==> config.mk <==
export PLATFORM = sky130hd
export DESIGN_NAME = utf8_to_utf16_transcoder
export DESIGN_NICKNAME = d
export VERILOG_FILES = /design/src/u2u_pkg.sv /design/src/u2u_decoder.sv /design/src/u2u_out_buf.sv /design/src/utf8_to_utf16_transcoder.sv
export VERILOG_INCLUDE_DIRS = /design/src /design/src/src
export SDC_FILE = /design/constraint.sdc
export NUM_CORES = 1
export LEC_CHECK = 0
export BUFFER_PORTS_ARGS = -buffer_cell sky130_fd_sc_hd__buf_2
export CORE_ASPECT_RATIO = 0.75
export CORE_MARGIN = 4
export CORE_UTILIZATION = 45
export DETAILED_ROUTE_END_ITERATION = 10
export PLACE_DENSITY = 0.6
export SYNTH_ARGS = -nofsm -noshare
export SYNTH_HDL_FRONTEND = slang
export SYNTH_SLANG_ARGS = --single-unit
==> constraint.sdc <==
create_clock -name clk -period 6.1 [get_ports clk]
set_input_delay 1.83 -clock clk [delete_from_list [all_inputs] [get_ports clk]]
set_output_delay 1.83 -clock clk [all_outputs]
set_load 0.005 [all_outputs]
==> src/utf8_to_utf16_transcoder_defines.svh <==
// Assertion macros shared by the transcoder modules.
`ifndef UTF8_TO_UTF16_TRANSCODER_DEFINES_SVH
`define UTF8_TO_UTF16_TRANSCODER_DEFINES_SVH

// Plain property checked on every clock edge outside reset.
`define U2U_ASSERT(lbl, expr) \
    lbl: assert property (@(posedge clk) disable iff (!rst_n) (expr)) \
        else $error("u2u assertion failed");

// Implication checked on every clock edge outside reset.
`define U2U_ASSERT_IMPL(lbl, ante, cons) \
    lbl: assert property (@(posedge clk) disable iff (!rst_n) (ante) |-> (cons)) \
        else $error("u2u implication failed");

`endif

==> src/u2u_pkg.sv <==
// Shared types and constants of the UTF-8 to UTF-16 transcoder.
package u2u_pkg;

    localparam logic [20:0] CP_BMP_MAX   = 21'h00FFFF;
    localparam logic [20:0] CP_MAX       = 21'h10FFFF;
    localparam logic [20:0] CP_SUPP_BASE = 21'h010000;
    localparam logic [15:0] HI_SURR      = 16'hD800;
    localparam logic [15:0] LO_SURR      = 16'hDC00;

    localparam logic [2:0] LEAD2_TAG = 3'b110;
    localparam logic [3:0] LEAD3_TAG = 4'b1110;
    localparam logic [4:0] LEAD4_TAG = 5'b11110;
    localparam logic [1:0] CONT_TAG  = 2'b10;

    // Units produced by one byte, handed from decoder to output buffer.
    typedef struct packed {
        logic [1:0]  n;
        logic [15:0] unit0;
        logic [15:0] unit1;
    } dec_units_t;

endpackage

==> src/u2u_decoder.sv <==
// Sequence state and per-byte decode into UTF-16 units.
`include "utf8_to_utf16_transcoder_defines.svh"

module u2u_decoder
    import u2u_pkg::*;
(
    input  logic        clk,
    input  logic        rst_n,
    input  logic        step,
    input  logic [7:0]  byte_in,
    input  logic        string_end,
    output dec_units_t  units
);

    logic [1:0]  br_reg;
    logic [1:0]  br_next;
    logic [20:0] pp_reg;
    logic [20:0] pp_next;
    logic        halted_reg;
    logic        halted_next;

    logic        done;
    logic [20:0] cp;
    logic [20:0] pp_merge;
    logic [20:0] v;

    always_comb
    begin
        br_next     = br_reg;
        pp_next     = pp_reg;
        halted_next = halted_reg;
        done        = 1'b0;
        cp          = 21'd0;
        pp_merge    = pp_reg;
        units.n     = 2'd0;
        units.unit0 = 16'd0;
        units.unit1 = 16'd0;
        v           = 21'd0;

        if (!halted_reg)
        begin
            if (br_reg == 2'd0)
            begin
                if (!byte_in[7])
                begin
                    done = 1'b1;
                    cp   = {13'd0, byte_in};
                end
                else if (byte_in[7:5] == LEAD2_TAG)
                begin
                    br_next = 2'd1;
                    pp_next = {10'd0, byte_in[4:0], 6'd0};
                end
                else if (byte_in[7:4] == LEAD3_TAG)
                begin
                    br_next = 2'd2;
                    pp_next = {5'd0, byte_in[3:0], 12'd0};
                end
                else if (byte_in[7:3] == LEAD4_TAG)
                begin
                    br_next = 2'd3;
                    pp_next = {byte_in[2:0], 18'd0};
                end
                else
                begin
                    halted_next = 1'b1;
                end
            end
            else if (byte_in[7:6] == CONT_TAG)
            begin
                case (br_reg)
                    2'd1:    pp_merge = pp_reg | {15'd0, byte_in[5:0]};
                    2'd2:    pp_merge = pp_reg | {9'd0, byte_in[5:0], 6'd0};
                    default: pp_merge = pp_reg | {3'd0, byte_in[5:0], 12'd0};
                endcase
                br_next = br_reg - 2'd1;
                if (br_reg == 2'd1)
                begin
                    done    = 1'b1;
                    cp      = pp_merge;
                    pp_next = 21'd0;
                end
                else
                begin
                    pp_next = pp_merge;
                end
            end
            else
            begin
                halted_next = 1'b1;
            end
        end

        if (done)
        begin
            v = cp - CP_SUPP_BASE;
            if (cp <= CP_BMP_MAX)
            begin
                units.n     = 2'd1;
                units.unit0 = cp[15:0];
            end
            else if (cp <= CP_MAX)
            begin
                units.n     = 2'd2;
                units.unit0 = HI_SURR | {6'd0, v[19:10]};
                units.unit1 = LO_SURR | {6'd0, v[9:0]};
            end
            else
            begin
                halted_next = 1'b1;
            end
        end

        if (string_end)
        begin
            br_next     = 2'd0;
            pp_next     = 21'd0;
            halted_next = 1'b0;
        end
    end

    always_ff @(posedge clk or negedge rst_n)
    begin
        if (!rst_n)
        begin
            br_reg     <= 2'd0;
            pp_reg     <= 21'd0;
            halted_reg <= 1'b0;
        end
        else if (step)
        begin
            br_reg     <= br_next;
            pp_reg     <= pp_next;
            halted_reg <= halted_next;
        end
    end

    `U2U_ASSERT_IMPL(a_halt_quiet, halted_reg, units.n == 2'd0)
    `U2U_ASSERT_IMPL(a_idle_no_partial, br_reg == 2'd0, pp_reg == 21'd0)
    `U2U_ASSERT_IMPL(a_pair_high_first, units.n == 2'd2, units.unit0[15:10] == 6'b110110)

endmodule

==> src/u2u_out_buf.sv <==
// Two-unit result buffer that sends a surrogate pair over two transfers.
`include "utf8_to_utf16_transcoder_defines.svh"

module u2u_out_buf
    import u2u_pkg::*;
(
    input  logic        clk,
    input  logic        rst_n,
    input  logic        load,
    input  dec_units_t  units,
    output logic        load_ok,
    output logic        m_tvalid,
    input  logic        m_tready,
    output logic [15:0] m_tdata,   // [15:0] code_unit
    output logic        m_tlast    // unit_last
);

    logic [1:0]  cnt_reg;
    logic [1:0]  cnt_next;
    logic [15:0] slot0_reg;
    logic [15:0] slot0_next;
    logic        slot0_last_reg;
    logic        slot0_last_next;
    logic [15:0] slot1_reg;
    logic [15:0] slot1_next;
    logic        pop;

    assign m_tvalid = (cnt_reg != 2'd0);
    assign m_tdata  = slot0_reg;
    assign m_tlast  = slot0_last_reg;
    assign pop      = m_tvalid && m_tready;
    assign load_ok  = (cnt_reg == 2'd0) || ((cnt_reg == 2'd1) && m_tready);

    always_comb
    begin
        cnt_next        = cnt_reg;
        slot0_next      = slot0_reg;
        slot0_last_next = slot0_last_reg;
        slot1_next      = slot1_reg;
        if (load)
        begin
            cnt_next        = units.n;
            slot0_next      = units.unit0;
            slot0_last_next = (units.n != 2'd2);
            slot1_next      = units.unit1;
        end
        else if (pop)
        begin
            cnt_next        = cnt_reg - 2'd1;
            slot0_next      = slot1_reg;
            slot0_last_next = 1'b1;
        end
    end

    always_ff @(posedge clk or negedge rst_n)
    begin
        if (!rst_n)
        begin
            cnt_reg <= 2'd0;
        end
        else
        begin
            cnt_reg <= cnt_next;
        end
    end

    always_ff @(posedge clk)
    begin
        slot0_reg      <= slot0_next;
        slot0_last_reg <= slot0_last_next;
        slot1_reg      <= slot1_next;
    end

    `U2U_ASSERT(a_cnt_range, cnt_reg != 2'd3)
    `U2U_ASSERT_IMPL(a_pair_first_not_last, cnt_reg == 2'd2, !slot0_last_reg)
    `U2U_ASSERT_IMPL(a_stall_holds, m_tvalid && !m_tready, ##1 (m_tvalid && $stable(m_tdata) && $stable(m_tlast)))

endmodule

==> src/utf8_to_utf16_transcoder.sv <==
// Top level: input register, decoder and result buffer of the transcoder.
// An accepted byte goes through the input register, then the result buffer.
// One byte per cycle while the receiver is ready; a pair takes two transfers.
// Bytes that produce no unit pass at one per cycle while the buffer can load.
// Reset (rst_n low, asynchronous) clears the valid flags and the sequence state;
// data registers are not reset.
module utf8_to_utf16_transcoder
    import u2u_pkg::*;
(
    input  logic        clk,
    input  logic        rst_n,
    input  logic        s_tvalid,
    output logic        s_tready,
    input  logic [7:0]  s_tdata,   // [7:0] byte_in
    input  logic        s_tlast,   // string_end
    output logic        m_tvalid,
    input  logic        m_tready,
    output logic [15:0] m_tdata,   // [15:0] code_unit
    output logic        m_tlast    // unit_last
);

    logic       in_valid_reg;
    logic [7:0] in_byte_reg;
    logic       in_last_reg;
    logic       load_ok;
    logic       advance;
    dec_units_t units;

    assign advance  = in_valid_reg && load_ok;
    assign s_tready = !in_valid_reg || advance;

    always_ff @(posedge clk or negedge rst_n)
    begin
        if (!rst_n)
        begin
            in_valid_reg <= 1'b0;
        end
        else if (s_tready)
        begin
            in_valid_reg <= s_tvalid;
        end
    end

    always_ff @(posedge clk)
    begin
        if (s_tready && s_tvalid)
        begin
            in_byte_reg <= s_tdata;
            in_last_reg <= s_tlast;
        end
    end

    u2u_decoder u_decoder (
        .clk        (clk),
        .rst_n      (rst_n),
        .step       (advance),
        .byte_in    (in_byte_reg),
        .string_end (in_last_reg),
        .units      (units)
    );

    u2u_out_buf u_out_buf (
        .clk      (clk),
        .rst_n    (rst_n),
        .load     (advance),
        .units    (units),
        .load_ok  (load_ok),
        .m_tvalid (m_tvalid),
        .m_tready (m_tready),
        .m_tdata  (m_tdata),
        .m_tlast  (m_tlast)
    );

endmodule

# == Word-level counts from Yosys, hierarchy flattened ==
# Index checks and enable logic that the tools add are counted.
# totals
regBits,69
input_bits,13
output_inout_bits,19
word_cells,96
# op_classes
addsub,3
order_cmp,2
eq_ne,11
mux,49
n_bitwise,5
reduce_logical,15
# ops
op,count
21-bit two-way mux,13
34-bit two-way mux,2
16-bit two-way mux,3
21-bit one-hot mux with 2 select lines,1
21-bit by 16-bit less-or-equal comparator with 1-bit output (second input constant),1
21-bit less-or-equal comparator (second input constant),1
21-bit by 12-bit OR with 21-bit output,1
21-bit by 18-bit OR with 21-bit output,1
21-bit by 6-bit OR with 21-bit output,1
2-bit two-way mux,10
20-bit by 17-bit subtractor with 20-bit output (second input constant),1
1-bit two-way mux,18
18-bit two-way mux,1
7-bit two-way mux,1
5-bit equality test (second input constant),1
5-bit inequality test (second input constant),1
5-bit AND reduction,1
2-bit by 1-bit equality test with 1-bit output (second input constant),2
2-bit equality test (second input constant),2
4-bit equality test (second input constant),1
1-bit logical AND,4
2-bit logical NOT,2
2-bit inequality test (second input constant),2
2-bit nonzero test,2
other kinds (9),12

# == Logic depth before layout (Yosys ltp) ==
# depth
depth_word,12
ltp_mapped,14
mapped_depth_nobuf,12

# == Modules after synthesis ==
# From an unflattened synthesis, not the netlist that was laid out.
# unflattened
cells_unflattened,373
hier_area_um2,3898.7
# modules_own_cells
module,n_inst,cells_per_inst,area_per_inst_um2,seq_area_each_um2
u2u_decoder,1,289,2200.9,600.6
u2u_out_buf,1,70,1367.6,1041.0
utf8_to_utf16_transcoder,1,14,330.3,295.3

# == Least setup slack after synthesis ==
# OpenSTA, ideal clock, no wires.
# synth_timing
kind,input to output
start,input port m_tready
end,output port s_tready
t_arrival_ns,2.049
required_time_ns,4.270
setup_slack_ns,2.221
path_stages,2
path_buffers,0
path_cell_list,a21oi_1 nand2_1
# synth_between
elab_chain_cells,4
# synth_rtl
item,line_no,text
from (decl),utf8_to_utf16_transcoder.sv:17,"input logic m_tready,"
1-bit logical AND,u2u_out_buf.sv:32,assign load_ok = (cnt_reg == 2'd0) || ((cnt_reg == 2'd1) && m_tready);
1-bit logical OR,u2u_out_buf.sv:32,
1-bit logical AND,utf8_to_utf16_transcoder.sv:29,assign advance = in_valid_reg && load_ok;
1-bit logical OR,utf8_to_utf16_transcoder.sv:30,assign s_tready = !in_valid_reg || advance;
to (decl),utf8_to_utf16_transcoder.sv:13,"output logic s_tready,"
# No other way between the ends.

# == Worst setup path after layout ==
# layout_timing
start,register u_decoder.br_reg[0]
end,"register u_out_buf.slot0_reg[0] (netlist: u_out_buf.m_tdata[0]), data pin"
# layout_between
elab_chain_cells,11
word_cells_on_any_way,19
classes_between,add/sub (1); order compare (2); eq/ne (2); mux (13); reduce/logical (1)
# layout_rtl
item,line_no,text
from (decl),u2u_decoder.sv:15,logic [1:0] br_reg;
from (signal assigned),u2u_decoder.sv:132,br_reg <= br_next;
2-bit equality test or 2-bit by 1-bit equality test with 1-bit output (tied branches),"u2u_decoder.sv:71, u2u_decoder.sv:77",
21-bit one-hot mux with 2 select lines,u2u_decoder.sv:71,case (br_reg)
21-bit two-way mux,u2u_decoder.sv:77,if (br_reg == 2'd1)
21-bit two-way mux,u2u_decoder.sv:69,else if (byte_in[7:6] == CONT_TAG)
21-bit two-way mux,u2u_decoder.sv:42,if (br_reg == 2'd0)
21-bit two-way mux,u2u_decoder.sv:40,if (!halted_reg)
20-bit by 17-bit subtractor with 20-bit output or 21-bit less-or-equal comparator (tied branches),"u2u_decoder.sv:96, u2u_decoder.sv:102",
34-bit two-way mux,u2u_decoder.sv:102,else if (cp <= CP_MAX)
18-bit two-way mux,u2u_decoder.sv:97,if (cp <= CP_BMP_MAX)
34-bit two-way mux (*),u2u_decoder.sv:94,if (done)
16-bit two-way mux (*),u2u_out_buf.sv:40,if (load)
net u_out_buf.slot0_next[0],u2u_out_buf.sv:21,logic [15:0] slot0_next;
to (signal assigned),u2u_out_buf.sv:69,slot0_reg <= slot0_next;
to (decl),u2u_out_buf.sv:20,logic [15:0] slot0_reg;
# Mark *: on every way through the listed nets, which the timed path passes. The rest lies on a longest branch.
# A chain may end at the register's enable or synchronous reset.

==> impl_metrics.toml <==
[cells_and_area]
final_cell_mix = "nand2_1 (44), a21oi_1 (41), edfxtp_1 (37)"
num_antenna_cells = 0
stdcell_area_um2 = 3797
fillerInstances = 706
multi_input_area_um2 = 1438
drive_gt1_share_pct = 15.43
ff_latch_area_um2 = 1787
largest_reg_flops = 21
layout_commonest_cell = "nand2_1"
fin_cells = 477
area_delta_synth_final_pct = 12.57
fin_nets = 391

[critical_path]
crit_cells = 10
path_buf_inv = 2
cp_data_arrival_time_ps = 4430
cp.required_ps = 6160
reg2reg_from = "u_decoder.br_reg[0]"
crit_path_start = "u_decoder.br_reg[0]"
path_cells = "inv_1 -> ha_1 -> nand4bb_4 -> or2_0 -> buf_4 -> or4_4 -> or4_4 -> a21oi_2 -> mux2i_2 -> o221ai_1"
cp_slowest_cell = "mux2i_2"
reg2reg_depth = 10
startpoint_type = "flop"
crit_type = "reg -> reg"
end_kind = "flop"
critPathTopFamily = "simple AND/OR/NAND/NOR gates"
cp_max_fo = 16
slowest_delay_ps = 820
critPathMostFrequentCell = "or4_4"

[yosys]
ys_async_sr_fraction_pct = 42.19
synth-edff-count = 37
synth_area_um2 = 3373
synth_nets = 368
synth_cell_type_count = 47
ys_seq_area_share_pct = 52.97
synth_cells = 348
synth-main-ff-cell = "edfxtp_1"
ys_seq_elements = 64
ys_top_cells_by_area = "edfxtp_1 (33%), dfrtp_1 (20%), a21oi_1 (6.1%)"
yosysWarnings = 0
synth.top_cell.area_share_pct = 32.94
syn_area_per_cell_um2 = 9.693
synth_top_area_cell = "edfxtp_1"

[timing]
drv_slew = 0
fin_crit_ps = 4361
fin_setup_tns_ps = 0
tightest_slew_ps = 931.5
relSlewSlack_pct = 36.67
setup_viol = 0
period_share_pct = 71.50
finalHoldViolCount = 0
rsz0062_at_grt = "false"
skew_ps = 7.647
worst_slack_ps = 1739
fmax_ghz = 0.2293

[die]
dieArea_um2 = 8960
chipWidth_um = 108.0
rows = 27
io_pins = 32
die_height_um = 82.98
initial_core_util_pct = 46.01
core_um2 = 7331

[clocking]
cts_max_level = 3
cts_root_buf = "clkbuf_8"
cts_tree = "built"
ctsLongestPathBuffers = 2
clock_sinks = 64
clkLatencyLatePin_ps = 350
postCtsHoldBufs = 0
postCtsSetupBuffers = 0
ctsResizeCount = 0
cts_inserted_buffers = 9
clkTransAtPathRegs_ps = 70

[route]
antenna_left = 0
vias = 2715
routed_via_density = 5.692
firstDrtPassIters = 4
wl_mm = 8.536
drc_errors = 0
drt_iter0_markers = 199
wl_per_cell_um = 17.90

[global_routing]
globalRouteTotalUtil_pct = 20.30
grt_pass1_vias = 2692
grt_pass1_wl_mm = 13.99
grt-ovfl-total = 0
antenna_found_initial = 0
grt_max_degree = 28

[power]
powerDensity_nw_per_um2 = 519.1
power_mw = 1.971
leakage_nw = 1.445
ir_drop_uv = 210.3

[placed_design]
dp_cells = 461
gp_congestion = 0.8598
portBuffers = 31
pre_cts_slack_ps = 1790
place_area_um2 = 3585
dp_hpwl_mm = 6.146

[worst_hold_path]
hp-start = "u_decoder.pp_reg[6]"
hold_path_class = "reg -> reg"
min_path_cells = 2

[job]
drv_cap = 0

[run_status]
status = "completed"
layer usage:
layer | vias to the layer above | global-route usage, % | share of wire, %
met4 | 0 | 7.225 | 2.0
met2 | 86 | 30.47 | 44
met5 | - | 0 | 0
met3 | 16 | 6.216 | 7.7
met1 | 1303 | 27.76 | 46
li1 | 1310 | - | -
worst paths after layout:
| path | slack (ps) | to |
|---|---|---|
| max in group asynchronous | 4180 | u_decoder.pp_reg[1] |
| worst min register to register | 510 | u_decoder.pp_reg[6] |
| worst max-delay path | 1740 | u_out_buf.m_tdata[0] |
| worst min-delay path | 510 | u_decoder.pp_reg[6] |
| min in group asynchronous | 1490 | u_decoder.pp_reg[14] |
| worst max register to register | 1740 | u_out_buf.m_tdata[0] |
metrics by stage:
| step | util [%] | hold WS (ps) |
|---|---|---|
| 3_3_place_gp | 48.90 | 493.3 |
| 4_1_cts | 51.80 | 518.8 |
| 3_5_place_dp | 48.90 | 507.2 |
| 2_1_floorplan | - | 468.2 |
| 5_1_grt | 51.80 | 560.6 |
| 6_report | 51.80 | 512.8 |
where the power goes:
part / internal (mW) / switching (mW)
clock: 0.228 / 0.170
sequential: 0.651 / 0.126
combinational: 0.288 / 0.508
kinds of logic (layout without fill, tap and decap cells):
logic type                 count (synthesis)  after routing  synth area share, %
and+or+nand+nor                          126            126                18.40
muxes                                      2              2               0.7417
buffers and inverters                     37             65                4.414
DFF                                       64             64                52.97
adders and majority gates                  7              7                2.596
xor gates and xnor gates                   2              2               0.5194
AOI/OAI and AO/OA                        110            110                20.36
worst reg2reg max path, cell delays in order (launching register included):
cell and delay, ps:
dfrtp_1 390, inv_1 90, ha_1 340, nand4bb_4 400, or2_0 270, buf_4 200
or4_4 550, or4_4 540, a21oi_2 240, mux2i_2 820, o221ai_1 230
layout make-up:
type | instances | area share, %
Clock buffer | 10 | 3.361
Clock inverter | 6 | 2.241
Inverter | 15 | 1.483
Multi-Input combinational cell | 247 | 37.86
Sequential cell | 64 | 47.05
Tap cell | 101 | 3.328
Timing Repair Buffer | 34 | 4.679
cell usage after synthesis, types with 6 or more instances:
cell type,instances
clkbuf_1,18
o221ai_1,7
inv_1,14
nand2b_1,9
a21oi_1,41
dfrtp_1,27
o21ai_0,26
nor3_1,16
and2_1,6
nand2_1,44
nor2_1,29
ha_1,7
o211ai_1,6
edfxtp_1,37
Power figures use the tool's default switching activity.
